<file path="src/sv/srfg_pkg.sv">
// shared types and constants of the speed ramp frame generator
package srfg_pkg;

  localparam logic [1:0] CMD_SET   = 2'd0;
  localparam logic [1:0] CMD_SOFT  = 2'd1;
  localparam logic [1:0] CMD_TICK  = 2'd2;
  localparam logic [1:0] CMD_SPARE = 2'd3;

  localparam logic [15:0] START_MARK = 16'hABCD;

  localparam int DVD_W = 48;
  localparam int DVS_W = 32;
  localparam int MAG_W = 16;

  typedef struct packed {
    logic [1:0]         cmd;
    logic signed [15:0] steer;
    logic signed [15:0] speed_value;
    logic [14:0]        ramp_ms;
    logic [31:0]        now_ms;
  } srfg_in_t;

  typedef struct packed {
    logic [15:0]        start_word;
    logic signed [15:0] steer_out;
    logic signed [15:0] speed_out;
    logic [15:0]        checksum;
  } srfg_out_t;

endpackage

</file>
<file path="src/sv/srfg_ratio.sv">
// multiply then restoring divide: low 16 bits of mag * elapsed / duration
module srfg_ratio
  import srfg_pkg::*;
(
  input  logic             clk,
  input  logic             rst_n,
  input  logic             start,
  input  logic [MAG_W-1:0] mag,
  input  logic [31:0]      elapsed,
  input  logic [DVS_W-1:0] duration,
  output logic             done,
  output logic [15:0]      quo
);

  localparam logic [1:0] ST_IDLE = 2'd0;
  localparam logic [1:0] ST_MUL  = 2'd1;
  localparam logic [1:0] ST_DIV  = 2'd2;

  localparam int CNT_W = $clog2(DVD_W);

  logic [1:0]       state_r, state_nxt;
  logic [CNT_W-1:0] cnt_r, cnt_nxt;
  logic             done_r, done_nxt;
  logic [MAG_W-1:0] mag_r, mag_nxt;
  logic [31:0]      ela_r, ela_nxt;
  logic [DVS_W-1:0] dvs_r, dvs_nxt;
  logic [DVD_W-1:0] acc_r, acc_nxt;
  logic [DVS_W-1:0] rem_r, rem_nxt;

  logic [DVS_W:0]   shifted;
  logic [DVS_W:0]   sub;
  logic             ge;

  // one quotient bit per step
  assign shifted = {rem_r, acc_r[DVD_W-1]};
  assign ge      = shifted >= {1'b0, dvs_r};
  assign sub     = shifted - {1'b0, dvs_r};

  always_comb begin
    state_nxt = state_r;
    cnt_nxt   = cnt_r;
    done_nxt  = 1'b0;
    mag_nxt   = mag_r;
    ela_nxt   = ela_r;
    dvs_nxt   = dvs_r;
    acc_nxt   = acc_r;
    rem_nxt   = rem_r;
    unique case (state_r)
      ST_IDLE: begin
        if (start) begin
          mag_nxt   = mag;
          ela_nxt   = elapsed;
          dvs_nxt   = duration;
          state_nxt = ST_MUL;
        end
      end
      ST_MUL: begin
        // full 48-bit product
        acc_nxt   = mag_r * ela_r;
        rem_nxt   = '0;
        cnt_nxt   = '0;
        state_nxt = ST_DIV;
      end
      ST_DIV: begin
        acc_nxt = {acc_r[DVD_W-2:0], ge};
        rem_nxt = ge ? sub[DVS_W-1:0] : shifted[DVS_W-1:0];
        cnt_nxt = cnt_r + 1'b1;
        if (cnt_r == CNT_W'(DVD_W - 1)) begin
          done_nxt  = 1'b1;
          state_nxt = ST_IDLE;
        end
      end
      default: state_nxt = ST_IDLE;
    endcase
  end

  always_ff @(posedge clk) begin
    if (!rst_n) begin
      state_r <= ST_IDLE;
      cnt_r   <= '0;
      done_r  <= 1'b0;
    end else begin
      state_r <= state_nxt;
      cnt_r   <= cnt_nxt;
      done_r  <= done_nxt;
    end
    mag_r <= mag_nxt;
    ela_r <= ela_nxt;
    dvs_r <= dvs_nxt;
    acc_r <= acc_nxt;
    rem_r <= rem_nxt;
  end

  assign done = done_r;
  assign quo  = acc_r[15:0];

endmodule

</file>
<file path="src/sv/speed_ramp_frame_generator_unit.sv">
// top level of the speed ramp frame generator
//
// in_* channel (valid/ready, srfg_in_t) takes commands: an immediate set
// writes steer and speed, a soft set starts a linear speed ramp from the
// present speed toward speed_value over ramp_ms milliseconds stamped with
// now_ms, and a tick advances the ramp and emits one motor frame.
// out_* channel (valid/ready, srfg_out_t) carries the frames: start mark,
// steer, speed and the xor checksum of the three.
// a set item is taken and produces nothing. a tick with no ramp in
// progress, at or past the ramp end, or on a zero-length ramp goes
// through S_EMIT to the output register; a tick inside a ramp waits in
// S_CALC while srfg_ratio runs the 16x32 multiply and the restoring
// divider, one quotient bit per cycle, then goes through S_EMIT.
// one item is in work at a time; in_ready stays low until the frame
// is in the output register. a stalled receiver holds the frame there;
// a further tick finishes its arithmetic and then waits for the register
// to free up. set items that arrive before such a tick are still taken,
// since they produce no frame.
// reset (synchronous, rst_n low) clears the command, the ramp and the
// output valid.
module speed_ramp_frame_generator_unit
  import srfg_pkg::*;
(
  input  logic      clk,
  input  logic      rst_n,
  input  logic      in_valid,
  output logic      in_ready,
  input  srfg_in_t  in_data,
  output logic      out_valid,
  input  logic      out_ready,
  output srfg_out_t out_data
);

  // sequencer codes
  localparam logic [1:0] S_IDLE = 2'd0;
  localparam logic [1:0] S_CALC = 2'd1;
  localparam logic [1:0] S_EMIT = 2'd2;

  logic [1:0]  state_r, state_nxt;

  // command and ramp state
  logic [15:0] steer_r, steer_nxt;
  logic [15:0] speed_r, speed_nxt;
  logic [15:0] from_r, from_nxt;
  logic [15:0] to_r, to_nxt;
  logic [31:0] begin_r, begin_nxt;
  logic [31:0] finish_r, finish_nxt;
  logic        neg_r, neg_nxt;

  logic        out_valid_r, out_valid_nxt;
  srfg_out_t   out_data_r, out_data_nxt;

  // tick decode
  logic        ramp_on;
  logic        ramp_end;
  logic [31:0] elapsed;
  logic [31:0] duration;
  logic [16:0] diff;
  logic [15:0] mag;

  // multiply/divide unit
  logic        ratio_start;
  logic        ratio_done;
  logic [15:0] ratio_quo;
  logic [15:0] q16;

  assign ramp_on  = finish_r != '0;
  assign ramp_end = in_data.now_ms >= finish_r;
  assign elapsed  = in_data.now_ms - begin_r;
  assign duration = finish_r - begin_r;
  assign diff     = {to_r[15], to_r} - {from_r[15], from_r};
  // magnitude fits 16 bits: the extreme difference is 65535
  assign mag      = diff[16] ? 16'(-diff) : diff[15:0];
  // signed truncating quotient from the unsigned one
  assign q16      = neg_r ? 16'(-ratio_quo) : ratio_quo;

  srfg_ratio u_ratio (
    .clk      (clk),
    .rst_n    (rst_n),
    .start    (ratio_start),
    .mag      (mag),
    .elapsed  (elapsed),
    .duration (duration),
    .done     (ratio_done),
    .quo      (ratio_quo)
  );

  always_comb begin
    state_nxt     = state_r;
    steer_nxt     = steer_r;
    speed_nxt     = speed_r;
    from_nxt      = from_r;
    to_nxt        = to_r;
    begin_nxt     = begin_r;
    finish_nxt    = finish_r;
    neg_nxt       = neg_r;
    out_data_nxt  = out_data_r;
    out_valid_nxt = out_valid_r && !out_ready;
    ratio_start   = 1'b0;
    unique case (state_r)
      S_IDLE: begin
        if (in_valid) begin
          unique case (in_data.cmd)
            CMD_SET: begin
              steer_nxt = in_data.steer;
              speed_nxt = in_data.speed_value;
              from_nxt  = in_data.speed_value;
            end
            CMD_SOFT: begin
              steer_nxt  = in_data.steer;
              from_nxt   = speed_r;
              to_nxt     = in_data.speed_value;
              begin_nxt  = in_data.now_ms;
              finish_nxt = in_data.now_ms + {17'd0, in_data.ramp_ms};
            end
            CMD_TICK: begin
              state_nxt = S_EMIT;
              if (ramp_on) begin
                if (ramp_end) begin
                  // ramp over: land on the end speed and drop the ramp
                  speed_nxt  = to_r;
                  from_nxt   = '0;
                  to_nxt     = '0;
                  begin_nxt  = '0;
                  finish_nxt = '0;
                end else if (duration != '0) begin
                  neg_nxt     = diff[16];
                  ratio_start = 1'b1;
                  state_nxt   = S_CALC;
                end
              end
            end
            default: ;  // unused code: taken, no effect
          endcase
        end
      end
      S_CALC: begin
        if (ratio_done) begin
          speed_nxt = from_r + q16;
          state_nxt = S_EMIT;
        end
      end
      S_EMIT: begin
        if (!out_valid_r || out_ready) begin
          out_valid_nxt           = 1'b1;
          out_data_nxt.start_word = START_MARK;
          out_data_nxt.steer_out  = steer_r;
          out_data_nxt.speed_out  = speed_r;
          out_data_nxt.checksum   = START_MARK ^ steer_r ^ speed_r;
          state_nxt               = S_IDLE;
        end
      end
      default: state_nxt = S_IDLE;
    endcase
  end

  always_ff @(posedge clk) begin
    if (!rst_n) begin
      state_r     <= S_IDLE;
      steer_r     <= '0;
      speed_r     <= '0;
      from_r      <= '0;
      to_r        <= '0;
      begin_r     <= '0;
      finish_r    <= '0;
      neg_r       <= 1'b0;
      out_valid_r <= 1'b0;
    end else begin
      state_r     <= state_nxt;
      steer_r     <= steer_nxt;
      speed_r     <= speed_nxt;
      from_r      <= from_nxt;
      to_r        <= to_nxt;
      begin_r     <= begin_nxt;
      finish_r    <= finish_nxt;
      neg_r       <= neg_nxt;
      out_valid_r <= out_valid_nxt;
    end
    out_data_r <= out_data_nxt;
  end

  assign in_ready  = state_r == S_IDLE;
  assign out_valid = out_valid_r;
  assign out_data  = out_data_r;

endmodule

</file>
<file path="config.mk">
export PLATFORM = sky130hd
export DESIGN_NAME = speed_ramp_frame_generator_unit
export DESIGN_NICKNAME = d
export VERILOG_FILES = /design/src/sv/srfg_pkg.sv /design/src/sv/srfg_ratio.sv /design/src/sv/speed_ramp_frame_generator_unit.sv
export SDC_FILE = /design/constraint.sdc
export NUM_CORES = 2
export LEC_CHECK = 0
export BUFFER_PORTS_ARGS = -buffer_cell sky130_fd_sc_hd__buf_2
export CAP_MARGIN = 20
export CORE_AREA = 5 5 240 289
export DETAILED_ROUTE_END_ITERATION = 10
export DIE_AREA = 0 0 245 294
export HOLD_SLACK_MARGIN = 0.02
export PLACE_DENSITY = 0.75
export RECOVER_POWER = 50
export SLEW_MARGIN = 25
export SYNTH_ARGS = -nofsm -noshare
export SYNTH_HDL_FRONTEND = slang
export SYNTH_SLANG_ARGS = --single-unit
</file>
<file path="constraint.sdc">
create_clock -name clk -period 11.9 [get_ports clk]
set_input_delay 1.19 -clock clk [delete_from_list [all_inputs] [get_ports clk]]
set_output_delay 1.19 -clock clk [all_outputs]
set_load 0.01 [all_outputs]
</file>
After elaboration in Yosys (flattened, before gate mapping). Cells that the tools add are included.

Multiplexer cells: 40. Bitwise gates (word level): 3. Reductions and logical operators: 24. Order comparisons: 2. Add/subtract/negate cells: 9. Multipliers: 1. Equal/unequal tests: 18.

Operator list (number): 32-bit one-hot mux with 2 select lines (3); 16-bit 2-to-1 mux (8); 32-bit 2-to-1 mux (3); 16-bit one-hot mux with 2 select lines (3); 48-bit one-hot mux with 2 select lines (1); 32-bit subtractor (3); 32-bit nonzero test (2); 16-bit by 32-bit multiplier with 48-bit output (1); 16-bit one-hot mux with 3 select lines (1); 33-bit by 32-bit greater-or-equal comparator with 1-bit output (1); 32-bit by 15-bit adder with 32-bit output (1); 32-bit greater-or-equal comparator (1); 16-bit negation (2); 2-bit 2-to-1 mux (9); 16-bit by 16-bit subtractor with 17-bit output (1); 16-bit adder (1); 16-bit XOR (1); 2-bit one-hot mux with 3 select lines (2); 6-bit one-hot mux with 2 select lines (1); 6-bit AND reduction (2); 2-bit != test (second input constant) (5); 10-bit inverter (1); 5-bit AND reduction (2); 1-bit 2-to-1 mux (9); other kinds (18) (33).

Register bits after elaboration: 349. Input bits: 85. Word-level logic and storage cells: 117. Output and inout bits: 66.

Depth between registers and ports, before layout.
Depth after elaboration: 10. Mapped depth: 26. Mapped depth without buffers: 25.

By module. A second synthesis with hierarchy kept.

Cell total of the unflattened synthesis: 4112. Area total of the unflattened synthesis: 37802.5 sq um.

By module, submodules not included: srfg_ratio (area an instance 24319.6 sq um, cells an instance 2562, sequential area each 4984.8 sq um, instances 1); speed_ramp_frame_generator_unit (area an instance 13482.9 sq um, cells an instance 1550, sequential area each 4083.9 sq um, instances 1).

Least setup slack after synthesis. OpenSTA, ideal clock, no wires.

Path kind: flip-flop to flip-flop. Start point: reg u_ratio.ela_r[5]. End point: reg u_ratio.acc_r[40] (data pin). Data required time: 11.640 ns. Arrival time: 6.452 ns. Path slack: 5.188 ns. Clock period less this slack: 6.712 ns. Setup time: 0.260 ns. Cell stages (with the launch flop): 25. Path buffers: 1. Cell sequence: edfxtp_1 > clkbuf_1 > and2_1 > fa_1 > inv_1 > fa_1 > fa_1 > fa_1 > inv_1 > fa_1 > inv_1 > fa_1 > inv_1 > ha_1 > inv_1 > a2111oi_0 > a21oi_1 > a2111oi_0 > o21ai_0 > nand2_1 > a21oi_1 > o21bai_1 > o22ai_1 > xnor2_1 > mux2_2.

Word-level cells in the longest chain between the ends: 2.

RTL lines: start, declared (RTL line srfg_ratio.sv:25) `logic [31:0] ela_r, ela_nxt;`; start signal, assigned (RTL line srfg_ratio.sv:88) `ela_r <= ela_nxt;`; 16-bit by 32-bit multiplier with 48-bit output (RTL line srfg_ratio.sv:59) `acc_nxt = mag_r * ela_r;`; 48-bit one-hot mux with 2 select lines (RTL line srfg_ratio.sv:48) `unique case (state_r)`; via u_ratio.acc_nxt[40] (RTL line srfg_ratio.sv:27) `logic [DVD_W-1:0] acc_r, acc_nxt;`; end signal, assigned (RTL line srfg_ratio.sv:90) `acc_r <= acc_nxt;`; end, declared (RTL line srfg_ratio.sv:27).

The timed path passes the listed nets, and every way through them passes these cells. A chain may end at the register's enable or synchronous reset.

Worst setup path after layout.
Start point: reg u_ratio.mag_r[5]. End point: reg u_ratio.acc_r[40] (data pin).

Word-level cells in the longest chain between the ends: 2.

RTL lines: start, declared (RTL line srfg_ratio.sv:24) `logic [MAG_W-1:0] mag_r, mag_nxt;`; start signal, assigned (RTL line srfg_ratio.sv:87) `mag_r <= mag_nxt;`; 16-bit by 32-bit multiplier with 48-bit output (RTL line srfg_ratio.sv:59); 48-bit one-hot mux with 2 select lines (RTL line srfg_ratio.sv:48); via u_ratio.acc_nxt[40] (RTL line srfg_ratio.sv:27).

The timed path passes the listed nets, and every way through them passes these cells.

==> run summary <==
status - finished, violations left
failing checks - capacitance limit, slew limit
CTS tree - done
cell with the most instances after synthesis - inv_1
count of maximum capacitance violations - 3
critical path arrival - 8.14 ns
synthesized instance count - 4128
Residual DRC - 0
Worst-Margin Slew - 3.90 ns
RSZ-0062 raised after global routing - no
FF+latch area - 9070 um^2
Place WS - 4.26 ns
Die Area - 72000 um^2
cts bufs inserted - 38
WL/cell - 18.9 um
met3 WL post-DR - 5470 um
die width - 245 um
Resized cells post-CTS - 0
ANT nets after route - 0
count of cell types in the netlist - 99
Critical Path End Type - register
asr flop ratio synth - 0%
CTS Hold Bufs - 0
Tot GR Track Use - 26.5%
Worst setup SP type - register
first-pass GRT wire length - 155000 um
synth warn - 0
net total in the final layout - 4976
Synth top area share - 22.3%
Final Max Tran Viols - 188
vias in the first global route - 29987
Synth Area per Inst - 9.21 um^2
worst vdd ir - 282 uV
Worst-path clk slew - 0.07 ns
Clock Latency Late Sink - 0.58 ns
Hold Vio Cnt, Final - 0
area of the multi-input gates - 25900 um^2
Post-synth EDFFs - 208
skew final - 0.0506 ns
post-synthesis sequential area ratio - 23.8%
core footprint - 66400 um^2
DR pass1 iterations - 5
period utilization - 65.9%
synth top area cells - fa_1 (22%), edfxtp_1 (16%), ha_1 (9.9%), dfxtp_1 (7.4%), inv_1 (6.2%)
routed length on met1 - 39000 um
Power Density - 232 nW/um^2
critical path class - reg -> reg
crit path time final - 7.84 ns
setup bufs post-CTS - 0
clk root buf - clkbuf_16
Synth Register Bits - 349
Leakage - 0.0182 uW
pin count of the biggest net entering global routing - 81
height of the die - 294 um
Port Buffers - 134
effective utilization at floorplan - 57.3%
Slew headroom - -160%
IO Pins - 151
met2 routed WL - 46800 um
H-tree Lvls - 2
Setup Viol. Count Final - 0
Routed WL - 95400 um
Fillers - 5676
Highest Signal Layer - met4
routability cong. - 0.915
Hold Path Class - reg -> reg
crit-path max FO - 32
synthesized area - 38000 um^2
WP data required - 12.20 ns
fin worst setup slack - 4.06 ns
DP HPWL - 72600 um
clk sinks - 349
worst-case clock buffer depth - 3
initial detailed-routing violation count - 2006
grt total ovfl - 0
Yosys top cell by area - fa_1
routed vias - 29179
antenna violations before repair - 2
most frequent cells after synthesis - inv_1 (626), nand2_1 (512), fa_1 (424)
share of cells above drive strength 1 - 5.39%
Layout area overhead - 6.66%
Post-synth top flop - edfxtp_1
FMAX - 128 MHz
cell row count - 104
Setup TNS Final - 0 ns
vias per cell - 5.79
-- layer usage --
metal  up-vias  track usage, %
met3       223            3.37
li1      13704               -
met1     14349            34.3
met5         -               0
met4         0            10.3
met2       903            45.8
-- final cells by class --
class,instances,share of cell area [%]
antenna,1,0.00617
inverter,626,5.79
sequential,349,22.4
timing repair buffer,167,2.10
tap,848,2.62
multi-input combinational,2983,63.8
clock buffer,49,2.70
clock inverter,20,0.629
-- placed cells by master (no fill, tap or decap), drive strengths merged, types with 11 or more instances in the layout --
| cell type | netlist | routed |
|---|---|---|
| a21oi | 165 | 165 |
| a22o | 81 | 81 |
| inv | 626 | 629 |
| nor2b | 56 | 56 |
| xor2 | 80 | 80 |
| edfxtp | 208 | 208 |
| o21a | 28 | 28 |
| xnor2 | 134 | 134 |
| buf | 32 | 111 |
| a31oi | 25 | 25 |
| and3 | 29 | 29 |
| nor2 | 163 | 163 |
| fa | 424 | 424 |
| nor3 | 45 | 45 |
| nand3 | 63 | 63 |
| a311oi | 19 | 19 |
| or3 | 25 | 25 |
| a211oi | 34 | 34 |
| clkbuf | 152 | 105 |
| or2 | 11 | 11 |
| nor4 | 15 | 15 |
| nand4 | 25 | 25 |
| dfxtp | 141 | 141 |
| o211ai | 15 | 15 |
| o21bai | 22 | 22 |
| nand2b | 45 | 45 |
| a211o | 15 | 15 |
| ha | 302 | 302 |
| o31ai | 16 | 16 |
| nand2 | 512 | 512 |
| a21o | 76 | 76 |
| o21ai | 142 | 142 |
| conb | 2 | 16 |
| mux2i | 51 | 51 |
| and2 | 223 | 223 |
-- worst max-delay path, cell delays in order (launching register included) --
cell       delay (ns)
edfxtp_1         1.08
and2_1           0.27
fa_1             0.41
inv_1            0.09
fa_1             0.42
fa_1             0.48
fa_1             0.50
inv_1            0.06
fa_1             0.54
inv_1            0.06
fa_1             0.53
inv_1            0.04
ha_1             0.33
inv_1            0.09
a2111oi_0        0.43
a21oi_1          0.23
a2111oi_1        0.43
buf_4            0.22
o21ai_0          0.11
nand2_1          0.24
a21oi_1          0.14
o21bai_1         0.31
o22ai_1          0.14
xnor2_1          0.14
mux2_2           0.26
-- cells by family (layout without fill, tap and decap cells) --
group	Yosys count	count (layout)	synth area share, %
AOI/OAI and AO/OA	727	727	13.2
xor gates and xnor gates	214	214	4.93
adders and majority gates	726	726	32.3
buffers and inverters	810	862	8.22
DFF	349	349	23.8
muxes	61	61	1.64
other	2	17	0.0197
and+or+nand+nor	1239	1239	15.9
-- report_power, final --
| group | internal, uW | switching, uW |
|---|---|---|
| logic | 2560 | 3840 |
| clock network | 731 | 542 |
| registers | 1670 | 68.6 |
-- flip-flops by register name (all words and copies together) (netlist names) --
signal / cells
finish_r: 32
u_ratio.ela_r: 32
u_ratio.mag_r: 16
u_ratio.done: 1
u_ratio.acc_r: 48
out_valid: 1
u_ratio.cnt_r: 6
neg_r: 1
to_r: 16
u_ratio.state_r: 2
begin_r: 32
state_r: 2
u_ratio.dvs_r: 32
out_data: 48
steer_r: 16
from_r: 16
u_ratio.rem_r: 32
speed_r: 16
-- through the flow --
| stage | cells | area [um^2] | util [%] | hold WS [ns] | total power [uW] |
|---|---|---|---|---|---|
| after detailed placement | 4972 | 39400 | 59.3 | 0.464 | 8070 |
| after floorplan | 4142 | 38100 | - | 0.449 | 6450 |
| final | 5043 | 40600 | 61.1 | 0.476 | 9410 |
| after CTS | 5041 | 40700 | 61.3 | 0.483 | 9430 |
| after global routing | 5043 | 40600 | 61.1 | 0.494 | 10300 |
| after global placement | 4972 | 39300 | 59.3 | 0.458 | 7980 |
-- worst paths after layout --
kind / depth (start not counted) / end / slack, ns / from
worst max-delay path: 24 / u_ratio.acc_r[40] / 4.06 / u_ratio.mag_r[5]
worst min-delay path: 1 / begin_r[12] / 0.48 / begin_r[12]
worst max register to register: 24 / u_ratio.acc_r[40] / 4.06 / u_ratio.mag_r[5]
worst min register to register: 1 / begin_r[12] / 0.48 / begin_r[12]
Note: power is estimated with default switching activity, not from simulation.
